[config.mk]
export PLATFORM = sky130hd
export DESIGN_NAME = melody_tone_sequencer_dds
export DESIGN_NICKNAME = d
export VERILOG_FILES = /design/src/design/mtsd_pkg.sv /design/src/design/melody_tone_sequencer_dds.sv
export SDC_FILE = /design/constraint.sdc
export NUM_CORES = 2
export LEC_CHECK = 0
export ABC_AREA = 1
export BUFFER_PORTS_ARGS = -buffer_cell sky130_fd_sc_hd__buf_2
export CAP_MARGIN = 25
export CORE_ASPECT_RATIO = 0.6
export CORE_MARGIN = 2
export CORE_UTILIZATION = 35
export CTS_CLUSTER_SIZE = 30
export DETAILED_ROUTE_END_ITERATION = 6
export SLEW_MARGIN = 20
export SYNTH_ARGS = -nofsm -noshare
export SYNTH_HDL_FRONTEND = slang
export SYNTH_SLANG_ARGS = --single-unit
[constraint.sdc]
create_clock -name clk -period 27 [get_ports clk]
set_clock_uncertainty 0.15 [all_clocks]
set_input_delay 4.05 -clock clk [delete_from_list [all_inputs] [get_ports clk]]
set_output_delay 4.05 -clock clk [all_outputs]
set_load 0.01 [all_outputs]
[src/design/mtsd_pkg.sv]
`default_nettype none

package mtsd_pkg;

    localparam int MAX_NOTES      = 32;
    localparam int NOTE_IDX_W     = $clog2(MAX_NOTES);
    localparam int NOTE_CNT_W     = $clog2(MAX_NOTES + 1);
    localparam int SINE_ADDR_BITS = 10;
    localparam int QUARTER        = 2 ** (SINE_ADDR_BITS - 2);
    localparam int QADDR_W        = SINE_ADDR_BITS - 2;

    localparam int PHASE_W   = 16;
    localparam int DUR_W     = 20;
    localparam int VOLUME_W  = 15;
    localparam int NCOUNT_W  = 6;
    localparam int SAMPLE_W  = 16;
    localparam int MAG_W     = 15;
    localparam int PADDR_W   = 3;
    localparam int PDATA_W   = 32;

    localparam logic [NCOUNT_W-1:0] NOTE_COUNT_RST = NCOUNT_W'(18);
    localparam logic [VOLUME_W-1:0] VOLUME_RST     = VOLUME_W'(8000);
    localparam logic [MAG_W-1:0]    SINE_PEAK      = MAG_W'(32767);

    // register select bit of paddr
    localparam logic REG_IDX_NOTE_COUNT = 1'b0;
    localparam logic REG_IDX_VOLUME     = 1'b1;

    typedef enum logic [1:0] {
        KIND_LOAD  = 2'd0,
        KIND_START = 2'd1,
        KIND_STOP  = 2'd2,
        KIND_TICK  = 2'd3
    } kind_t;

    typedef struct packed {
        logic [SAMPLE_W-1:0]   sample;
        logic                  sample_valid;
        logic [NOTE_IDX_W-1:0] note_position;
        logic                  playing;
        logic                  finished;
    } result_t;

    typedef logic [MAG_W-1:0] qsine_t [QUARTER];

    localparam logic [63:0] HALF_PI_Q30 = 64'd1686629713;
    localparam logic [63:0] ONE_Q30     = 64'd1 << 30;

    typedef logic [63:0] series_div_t [8];
    localparam series_div_t SERIES_DIV = '{64'd1, 64'd6, 64'd20, 64'd42, 64'd72,
                                           64'd110, 64'd156, 64'd210};

    // quarter wave of round(32767 * sin), Taylor series in Q30
    function automatic qsine_t build_qsine();
        qsine_t      t;
        logic [63:0] x;
        logic [63:0] x2;
        logic [63:0] term;
        logic [63:0] pos;
        logic [63:0] neg;
        logic [63:0] s;
        logic [63:0] v;
        for (int r = 0; r < QUARTER; r++) begin
            x    = (HALF_PI_Q30 * 64'(r)) / QUARTER;
            x2   = (x * x) >> 30;
            term = x;
            pos  = x;
            neg  = 64'd0;
            for (int k = 1; k <= 7; k++) begin
                term = (term * x2) >> 30;
                term = term / SERIES_DIV[k];
                if ((k % 2) == 1) begin
                    neg = neg + term;
                end else begin
                    pos = pos + term;
                end
            end
            if (neg >= pos) begin
                s = 64'd0;
            end else begin
                s = pos - neg;
                if (s > ONE_Q30) begin
                    s = ONE_Q30;
                end
            end
            v    = (s * 64'd32767 + (64'd1 << 29)) >> 30;
            t[r] = v[MAG_W-1:0];
        end
        return t;
    endfunction

    localparam qsine_t QSINE = build_qsine();

endpackage

`default_nettype wire

[src/design/melody_tone_sequencer_dds.sv]
// Melody player built on a 16-bit phase accumulator and a sine table. Every input beat
// yields exactly one output beat; beats are taken one per clock cycle while the skid entry
// is empty. Each result comes from a combinational path: quarter-wave table lookup of the
// phase, one 15x15 volume multiply and the duration compare. It is registered in the
// output register, or in the skid entry when the output is stalled; this two-entry buffer
// lets the input take one more beat. tuser on the input selects load, start, stop or tick;
// load beats write one of MAX_NOTES melody slots. note_count and volume sit at byte
// addresses 0 and 4 of the register port and should only be written when idle.
`default_nettype none

module melody_tone_sequencer_dds
    import mtsd_pkg::*;
(
    input  wire logic                clk,
    input  wire logic                rst_n,

    input  wire logic                psel,
    input  wire logic                penable,
    input  wire logic                pwrite,
    input  wire logic [PADDR_W-1:0]  paddr,
    input  wire logic [PDATA_W-1:0]  pwdata,
    output      logic [PDATA_W-1:0]  prdata,
    output      logic                pready,

    input  wire logic                s_axis_tvalid,
    output      logic                s_axis_tready,
    // entry_index, entry_increment, entry_duration, zero fill
    input  wire logic [47:0]         s_axis_tdata,
    // kind
    input  wire logic [1:0]          s_axis_tuser,

    output      logic                m_axis_tvalid,
    input  wire logic                m_axis_tready,
    // sample, note_position, playing, zero fill
    output      logic [23:0]         m_axis_tdata,
    // sample_valid
    output      logic                m_axis_tuser,
    // finished
    output      logic                m_axis_tlast
);

    logic [NCOUNT_W-1:0]   note_count_reg;
    logic [VOLUME_W-1:0]   volume_reg;

    logic [PHASE_W-1:0]    inc_mem [MAX_NOTES];
    logic [DUR_W-1:0]      dur_mem [MAX_NOTES];

    logic [PHASE_W-1:0]    phase_reg, phase_next;
    logic [DUR_W-1:0]      counter_reg, counter_next;
    logic [NOTE_IDX_W-1:0] note_reg, note_next;
    logic                  active_reg, active_next;

    result_t               out_reg, skid_reg, result;
    logic                  out_valid_reg, skid_valid_reg;

    kind_t                 kind;
    logic [NOTE_IDX_W-1:0] entry_index;
    logic [PHASE_W-1:0]    entry_increment;
    logic [DUR_W-1:0]      entry_duration;
    logic                  accept_in;
    logic                  out_fire;
    logic                  cfg_write;

    logic [NOTE_CNT_W-1:0]     notes_in_use;
    logic [PHASE_W-1:0]        cur_inc;
    logic [DUR_W-1:0]          cur_dur;
    logic [SINE_ADDR_BITS-1:0] sine_addr;
    logic [QADDR_W:0]          quarter_arg;
    logic [MAG_W-1:0]          mag;
    logic [2*MAG_W-1:0]        product;
    logic [MAG_W-1:0]          scaled;
    logic [DUR_W:0]            counter_inc;
    logic [NOTE_CNT_W-1:0]     note_inc;
    logic                      note_done;

    assign kind            = kind_t'(s_axis_tuser);
    assign entry_index     = NOTE_IDX_W'(s_axis_tdata[4:0]);
    assign entry_increment = s_axis_tdata[20:5];
    assign entry_duration  = s_axis_tdata[40:21];

    assign s_axis_tready = !skid_valid_reg;
    assign accept_in     = s_axis_tvalid && s_axis_tready;
    assign out_fire      = out_valid_reg && m_axis_tready;

    assign m_axis_tvalid = out_valid_reg;
    assign m_axis_tdata  = {2'b00, out_reg.playing, NOTE_IDX_W'(out_reg.note_position),
                            out_reg.sample};
    assign m_axis_tuser  = out_reg.sample_valid;
    assign m_axis_tlast  = out_reg.finished;

    // register port
    assign pready    = 1'b1;
    assign cfg_write = psel && penable && pwrite && pready;

    always_comb
    begin
        if (paddr[2] == REG_IDX_VOLUME) begin
            prdata = PDATA_W'(volume_reg);
        end else begin
            prdata = PDATA_W'(note_count_reg);
        end
    end

    always_ff @(posedge clk or negedge rst_n)
    begin
        if (!rst_n) begin
            note_count_reg <= NOTE_COUNT_RST;
            volume_reg     <= VOLUME_RST;
        end else if (cfg_write) begin
            if (paddr[2] == REG_IDX_VOLUME) begin
                volume_reg <= pwdata[VOLUME_W-1:0];
            end else begin
                note_count_reg <= pwdata[NCOUNT_W-1:0];
            end
        end
    end

    always_comb
    begin
        if (note_count_reg == '0) begin
            notes_in_use = NOTE_CNT_W'(1);
        end else if (32'(note_count_reg) > MAX_NOTES) begin
            notes_in_use = NOTE_CNT_W'(MAX_NOTES);
        end else begin
            notes_in_use = NOTE_CNT_W'(note_count_reg);
        end
    end

    // melody slots
    always_ff @(posedge clk)
    begin
        if (accept_in && kind == KIND_LOAD && 32'(s_axis_tdata[4:0]) < MAX_NOTES) begin
            inc_mem[entry_index] <= entry_increment;
            dur_mem[entry_index] <= entry_duration;
        end
    end

    assign cur_inc = inc_mem[note_reg];
    assign cur_dur = dur_mem[note_reg];

    // quarter-wave sine lookup and volume scaling
    assign sine_addr = phase_reg[PHASE_W-1 -: SINE_ADDR_BITS];

    always_comb
    begin
        if (sine_addr[SINE_ADDR_BITS-2]) begin
            quarter_arg = (QADDR_W+1)'(QUARTER) - {1'b0, sine_addr[QADDR_W-1:0]};
        end else begin
            quarter_arg = {1'b0, sine_addr[QADDR_W-1:0]};
        end
        if (quarter_arg[QADDR_W]) begin
            mag = SINE_PEAK;
        end else begin
            mag = QSINE[quarter_arg[QADDR_W-1:0]];
        end
    end

    assign product     = (2*MAG_W)'(mag) * (2*MAG_W)'(volume_reg);
    assign scaled      = product[2*MAG_W-1:MAG_W];
    assign counter_inc = {1'b0, counter_reg} + (DUR_W+1)'(1);
    assign note_inc    = NOTE_CNT_W'(note_reg) + NOTE_CNT_W'(1);
    assign note_done   = counter_inc >= {1'b0, cur_dur};

    always_comb
    begin
        phase_next   = phase_reg;
        counter_next = counter_reg;
        note_next    = note_reg;
        active_next  = active_reg;
        result       = '0;
        unique case (kind)
            KIND_LOAD:
            begin
            end
            KIND_START:
            begin
                if (!active_reg) begin
                    active_next  = 1'b1;
                    note_next    = '0;
                    phase_next   = '0;
                    counter_next = '0;
                end
            end
            KIND_STOP:
            begin
                active_next = 1'b0;
            end
            KIND_TICK:
            begin
                if (active_reg) begin
                    result.sample_valid  = 1'b1;
                    result.note_position = note_reg;
                    if (cur_inc != '0) begin
                        if (sine_addr[SINE_ADDR_BITS-1]) begin
                            result.sample = SAMPLE_W'(0) - {1'b0, scaled};
                        end else begin
                            result.sample = {1'b0, scaled};
                        end
                        phase_next = phase_reg + cur_inc;
                    end
                    counter_next = counter_inc[DUR_W-1:0];
                    if (note_done) begin
                        counter_next = '0;
                        phase_next   = '0;
                        note_next    = note_inc[NOTE_IDX_W-1:0];
                        if (note_inc >= notes_in_use) begin
                            active_next     = 1'b0;
                            result.finished = 1'b1;
                        end
                    end
                end
            end
            default:
            begin
            end
        endcase
        result.playing = active_next;
    end

    always_ff @(posedge clk or negedge rst_n)
    begin
        if (!rst_n) begin
            phase_reg   <= '0;
            counter_reg <= '0;
            note_reg    <= '0;
            active_reg  <= 1'b0;
        end else if (accept_in) begin
            phase_reg   <= phase_next;
            counter_reg <= counter_next;
            note_reg    <= note_next;
            active_reg  <= active_next;
        end
    end

    // output register with one skid entry
    always_ff @(posedge clk or negedge rst_n)
    begin
        if (!rst_n) begin
            out_valid_reg  <= 1'b0;
            skid_valid_reg <= 1'b0;
        end else if (skid_valid_reg) begin
            if (out_fire) begin
                out_valid_reg  <= 1'b1;
                skid_valid_reg <= 1'b0;
            end
        end else if (!out_valid_reg || out_fire) begin
            out_valid_reg <= accept_in;
        end else if (accept_in) begin
            skid_valid_reg <= 1'b1;
        end
    end

    always_ff @(posedge clk)
    begin
        if (skid_valid_reg) begin
            if (out_fire) begin
                out_reg <= skid_reg;
            end
        end else if (!out_valid_reg || out_fire) begin
            if (accept_in) begin
                out_reg <= result;
            end
        end else if (accept_in) begin
            skid_reg <= result;
        end
    end

    a_skid_implies_out: assert property (@(posedge clk) disable iff (!rst_n)
        skid_valid_reg |-> out_valid_reg)
        else $error("skid entry held with empty output register");

    a_finished_stops: assert property (@(posedge clk) disable iff (!rst_n)
        out_valid_reg && out_reg.finished |-> !out_reg.playing && out_reg.sample_valid)
        else $error("finished beat while still playing");

    a_idle_silent: assert property (@(posedge clk) disable iff (!rst_n)
        out_valid_reg && !out_reg.sample_valid |-> out_reg.sample == '0)
        else $error("non-zero sample outside playback");

    a_note_in_range: assert property (@(posedge clk) disable iff (!rst_n)
        active_reg |-> NOTE_CNT_W'(note_reg) < notes_in_use || $past(cfg_write))
        else $error("playing past the last note");

    a_start_clears: assert property (@(posedge clk) disable iff (!rst_n)
        accept_in && kind == KIND_START && !active_reg |=>
            active_reg && phase_reg == '0 && counter_reg == '0 && note_reg == '0)
        else $error("start did not clear the sequencer");

endmodule

`default_nettype wire

==> results.md <==
### Status
- status: finished clean

### CTS
- clock-pin slew on the worst setup and hold paths: 0.07 ns
- CTS H-Tree Depth: 3
- Post CTS Setup Buffer Count: 0
- quantity of hold-fixing buffers added after cts: 0
- worst-case clock buffer depth: 3
- clock tree from TritonCTS: done
- count of clock tree sinks: 1265
- cts repair resizes: 0
- cell chosen for the clock root: clkbuf_16
- later-pin clock latency in the skew report: 0.75 ns
- number of buffers added by the clock tree synthesis step: 109

### Hold path
- min-delay worst type: reg2reg

### Synthesis
- top cells by instance count after synthesis: 1200 x edfxtp_1, 944 x nor2_1, 831 x o21ai_0, 671 x nand2_1, 382 x inv_1
- count of cell types in the netlist: 65
- sequential-to-total area share from yosys stat: 60.31%
- most instantiated flip-flop cell in the synthesis netlist: edfxtp_1
- Syn Inst Count: 5760
- largest cells by area after synthesis: edfxtp_1 58%, o21ai_0 6.7%, nor2_1 5.7%, fa_1 5.4%, nand2_1 4.0%
- total of flip-flops plus latches after synthesis: 1265
- Post-Synthesis Cell Area: 62460 um2
- count of yosys warnings during synthesis: 0
- leading area contributor after synthesis: edfxtp_1
- most repeated cell in the gate-level netlist after synthesis: edfxtp_1
- FFs w/ async S/R, synth: 5.138%
- average size of a mapped cell: 10.84 um2
- post-synth top area share: 57.69%
- Post-synth EDFFs: 1200

### Critical path
- maximum cell stage delay along the critical path: 0.66 ns
- class of the most critical setup path: reg2reg
- Arr. time, crit path: 11.81 ns
- crit path max fanout: 39
- data required time at the worst endpoint: 27.31 ns
- number of buffer and inverter stages on the critical path: 11
- Critical Path Source Type: flop
- worst-path cell with the longest stage delay: nor2_1
- family of cells with the greatest summed delay on the critical path: adder cells
- cell with the most instances on the worst path: inv_1
- CP endpoint kind: flop

### Flow run
- number of maximum-capacitance constraint violations: 0

### Floorplan
- full die area: 182000 um2
- Initial Util: 35.14%
- I/O pin total: 153
- Die Width: 549.4 um
- row cnt: 120
- height of the die: 331.2 um
- placeable core region: 177800 um2

### Drt
- total via count in the routed design: 45310
- total routed wirelength: 195200 um
- remaining number of nets flagged by the antenna check after routing: 0
- drt via density: 5.529
- count of unresolved DRC violations after routing: 0
- First DRT Iteration DRCs: 6285
- drt pass-1 iters: 6
- routed length per instance: 23.82 um

### Placed design
- placed cell areas: 65490 um2
- worst-case setup slack after placement: 15.83 ns
- final weighted congestion in routability-driven placement: 0.9555
- Final HPWL DP: 111100 um
- number of buffers inserted by port buffering: 106

### Timing
- worst rel slew slack: 29.51%
- number of max-slew violations in the final report: 0
- worst slew pin tran: 1.057 ns
- unrepaired setup endpoints after global routing: false
- setup slack of the critical path after layout: 15.50 ns
- final critical-path share of the clock period: 42.60%
- top achievable clock speed: 86.95 MHz
- Setup TNS Final: 0 ns
- minimum period implied by the final worst setup slack: 11.50 ns
- setup-violating endpoint count in the final report: 0
- Final Hold Fails: 0

### Cells and area
- share of final-layout standard cells stronger than drive strength 1: 7.606%
- layout-stage area growth over the synthesis result: 10.36%
- # nets final: 6139
- number of flip-flops under the largest register name: 640
- Finished Cell Area: 68940 um2

### Global routing
- global-route wire length before repair: 289300 um
- largest net degree at the start of global routing: 187
- global-route congestion overflow total: 0
- global routing usage summed across all routing layers: 21.03%
- antenna violations before repair: 16
- number of global-route vias before repair: 42800

-- per-stage QoR --
step	instances	util (%)	hold slack, ns
finish	8194	38.78	0.3560
global route	8190	38.77	0.3728
global placement	7987	36.83	0.3252
CTS	8188	38.76	0.3497
floorplan	5778	-	0.3081
detailed placement	7988	36.84	0.3334
-- path summary, 6_finish.rpt --
kind | startpoint | endpoint | slack, ns | cells past startpoint
setup reg to reg | phase_reg[6]$_DFFE_PN0P_ | skid_reg[22]$_DFFE_PP_ | 15.50 | 43
hold reg to reg | phase_reg[2]$_DFFE_PN0P_ | phase_reg[2]$_DFFE_PN0P_ | 0.36 | 2
max in group asynchronous | rst_n | note_reg[0]$_DFFE_PN0P_ | 22.44 | 2
hold / removal | phase_reg[2]$_DFFE_PN0P_ | phase_reg[2]$_DFFE_PN0P_ | 0.36 | 2
setup / recovery | phase_reg[6]$_DFFE_PN0P_ | skid_reg[22]$_DFFE_PP_ | 15.50 | 43
min in group asynchronous | rst_n | volume_reg[7]$_DFFE_PN0P_ | 3.01 | 1
-- final cells by class --
| class | count | area [um2] |
|---|---|---|
| fill | 17160 | 108800 |
| sequential | 1265 | 37690 |
| multi-input combinational | 3754 | 22120 |
| tap | 2379 | 2977 |
| clock buffer | 150 | 2933 |
| inverter | 407 | 1554 |
| timing repair buffer | 185 | 1179 |
| clock inverter | 50 | 483.0 |
| antenna | 4 | 10.01 |
-- worst reg2reg max path, delay by kind of cell (launching register included) --
family / cells / cell delay, ns
adder cells (fa/ha/maj): 9 / 3.76
AND/OR/NAND/NOR: 17 / 3.06
buffers and inverters: 11 / 2.39
AO/OA/AOI/OAI: 6 / 1.57
flip-flops: 1 / 0.38
-- routing by layer --
metal	global-route usage, %	share of wire [%]
met4	4.226	2.0
met1	31.69	44
met2	30.59	43
met5	0	0.054
met3	5.089	11
-- placed cells by master, fill, tap and decap left out, types with 75 or more instances in the layout --
cell type,n
clkbuf_16,110
ha_1,158
o22ai_1,277
buf_4,75
nor2_1,910
a21oi_1,122
buf_2,105
fa_1,167
nand2_1,671
nand3_1,184
edfxtp_1,1200
inv_1,379
o21ai_0,831
-- kinds of logic (layout without fill, tap and decap cells) --
logic type	count (synthesis)	in the layout	synth area share [%]
buffers and inverters	759	792	4.787
AOI/OAI and AO/OA	1461	1461	13.37
DFF	1265	1265	60.31
adders and majority gates	325	325	8.517
and+or+nand+nor	1909	1909	12.44
xor gates and xnor gates	39	39	0.5709
other	2	24	0.01202
Power is left out: the tool's default activity adds up to more than one toggle a clock period on the data nets, which glitch-free logic cannot reach.
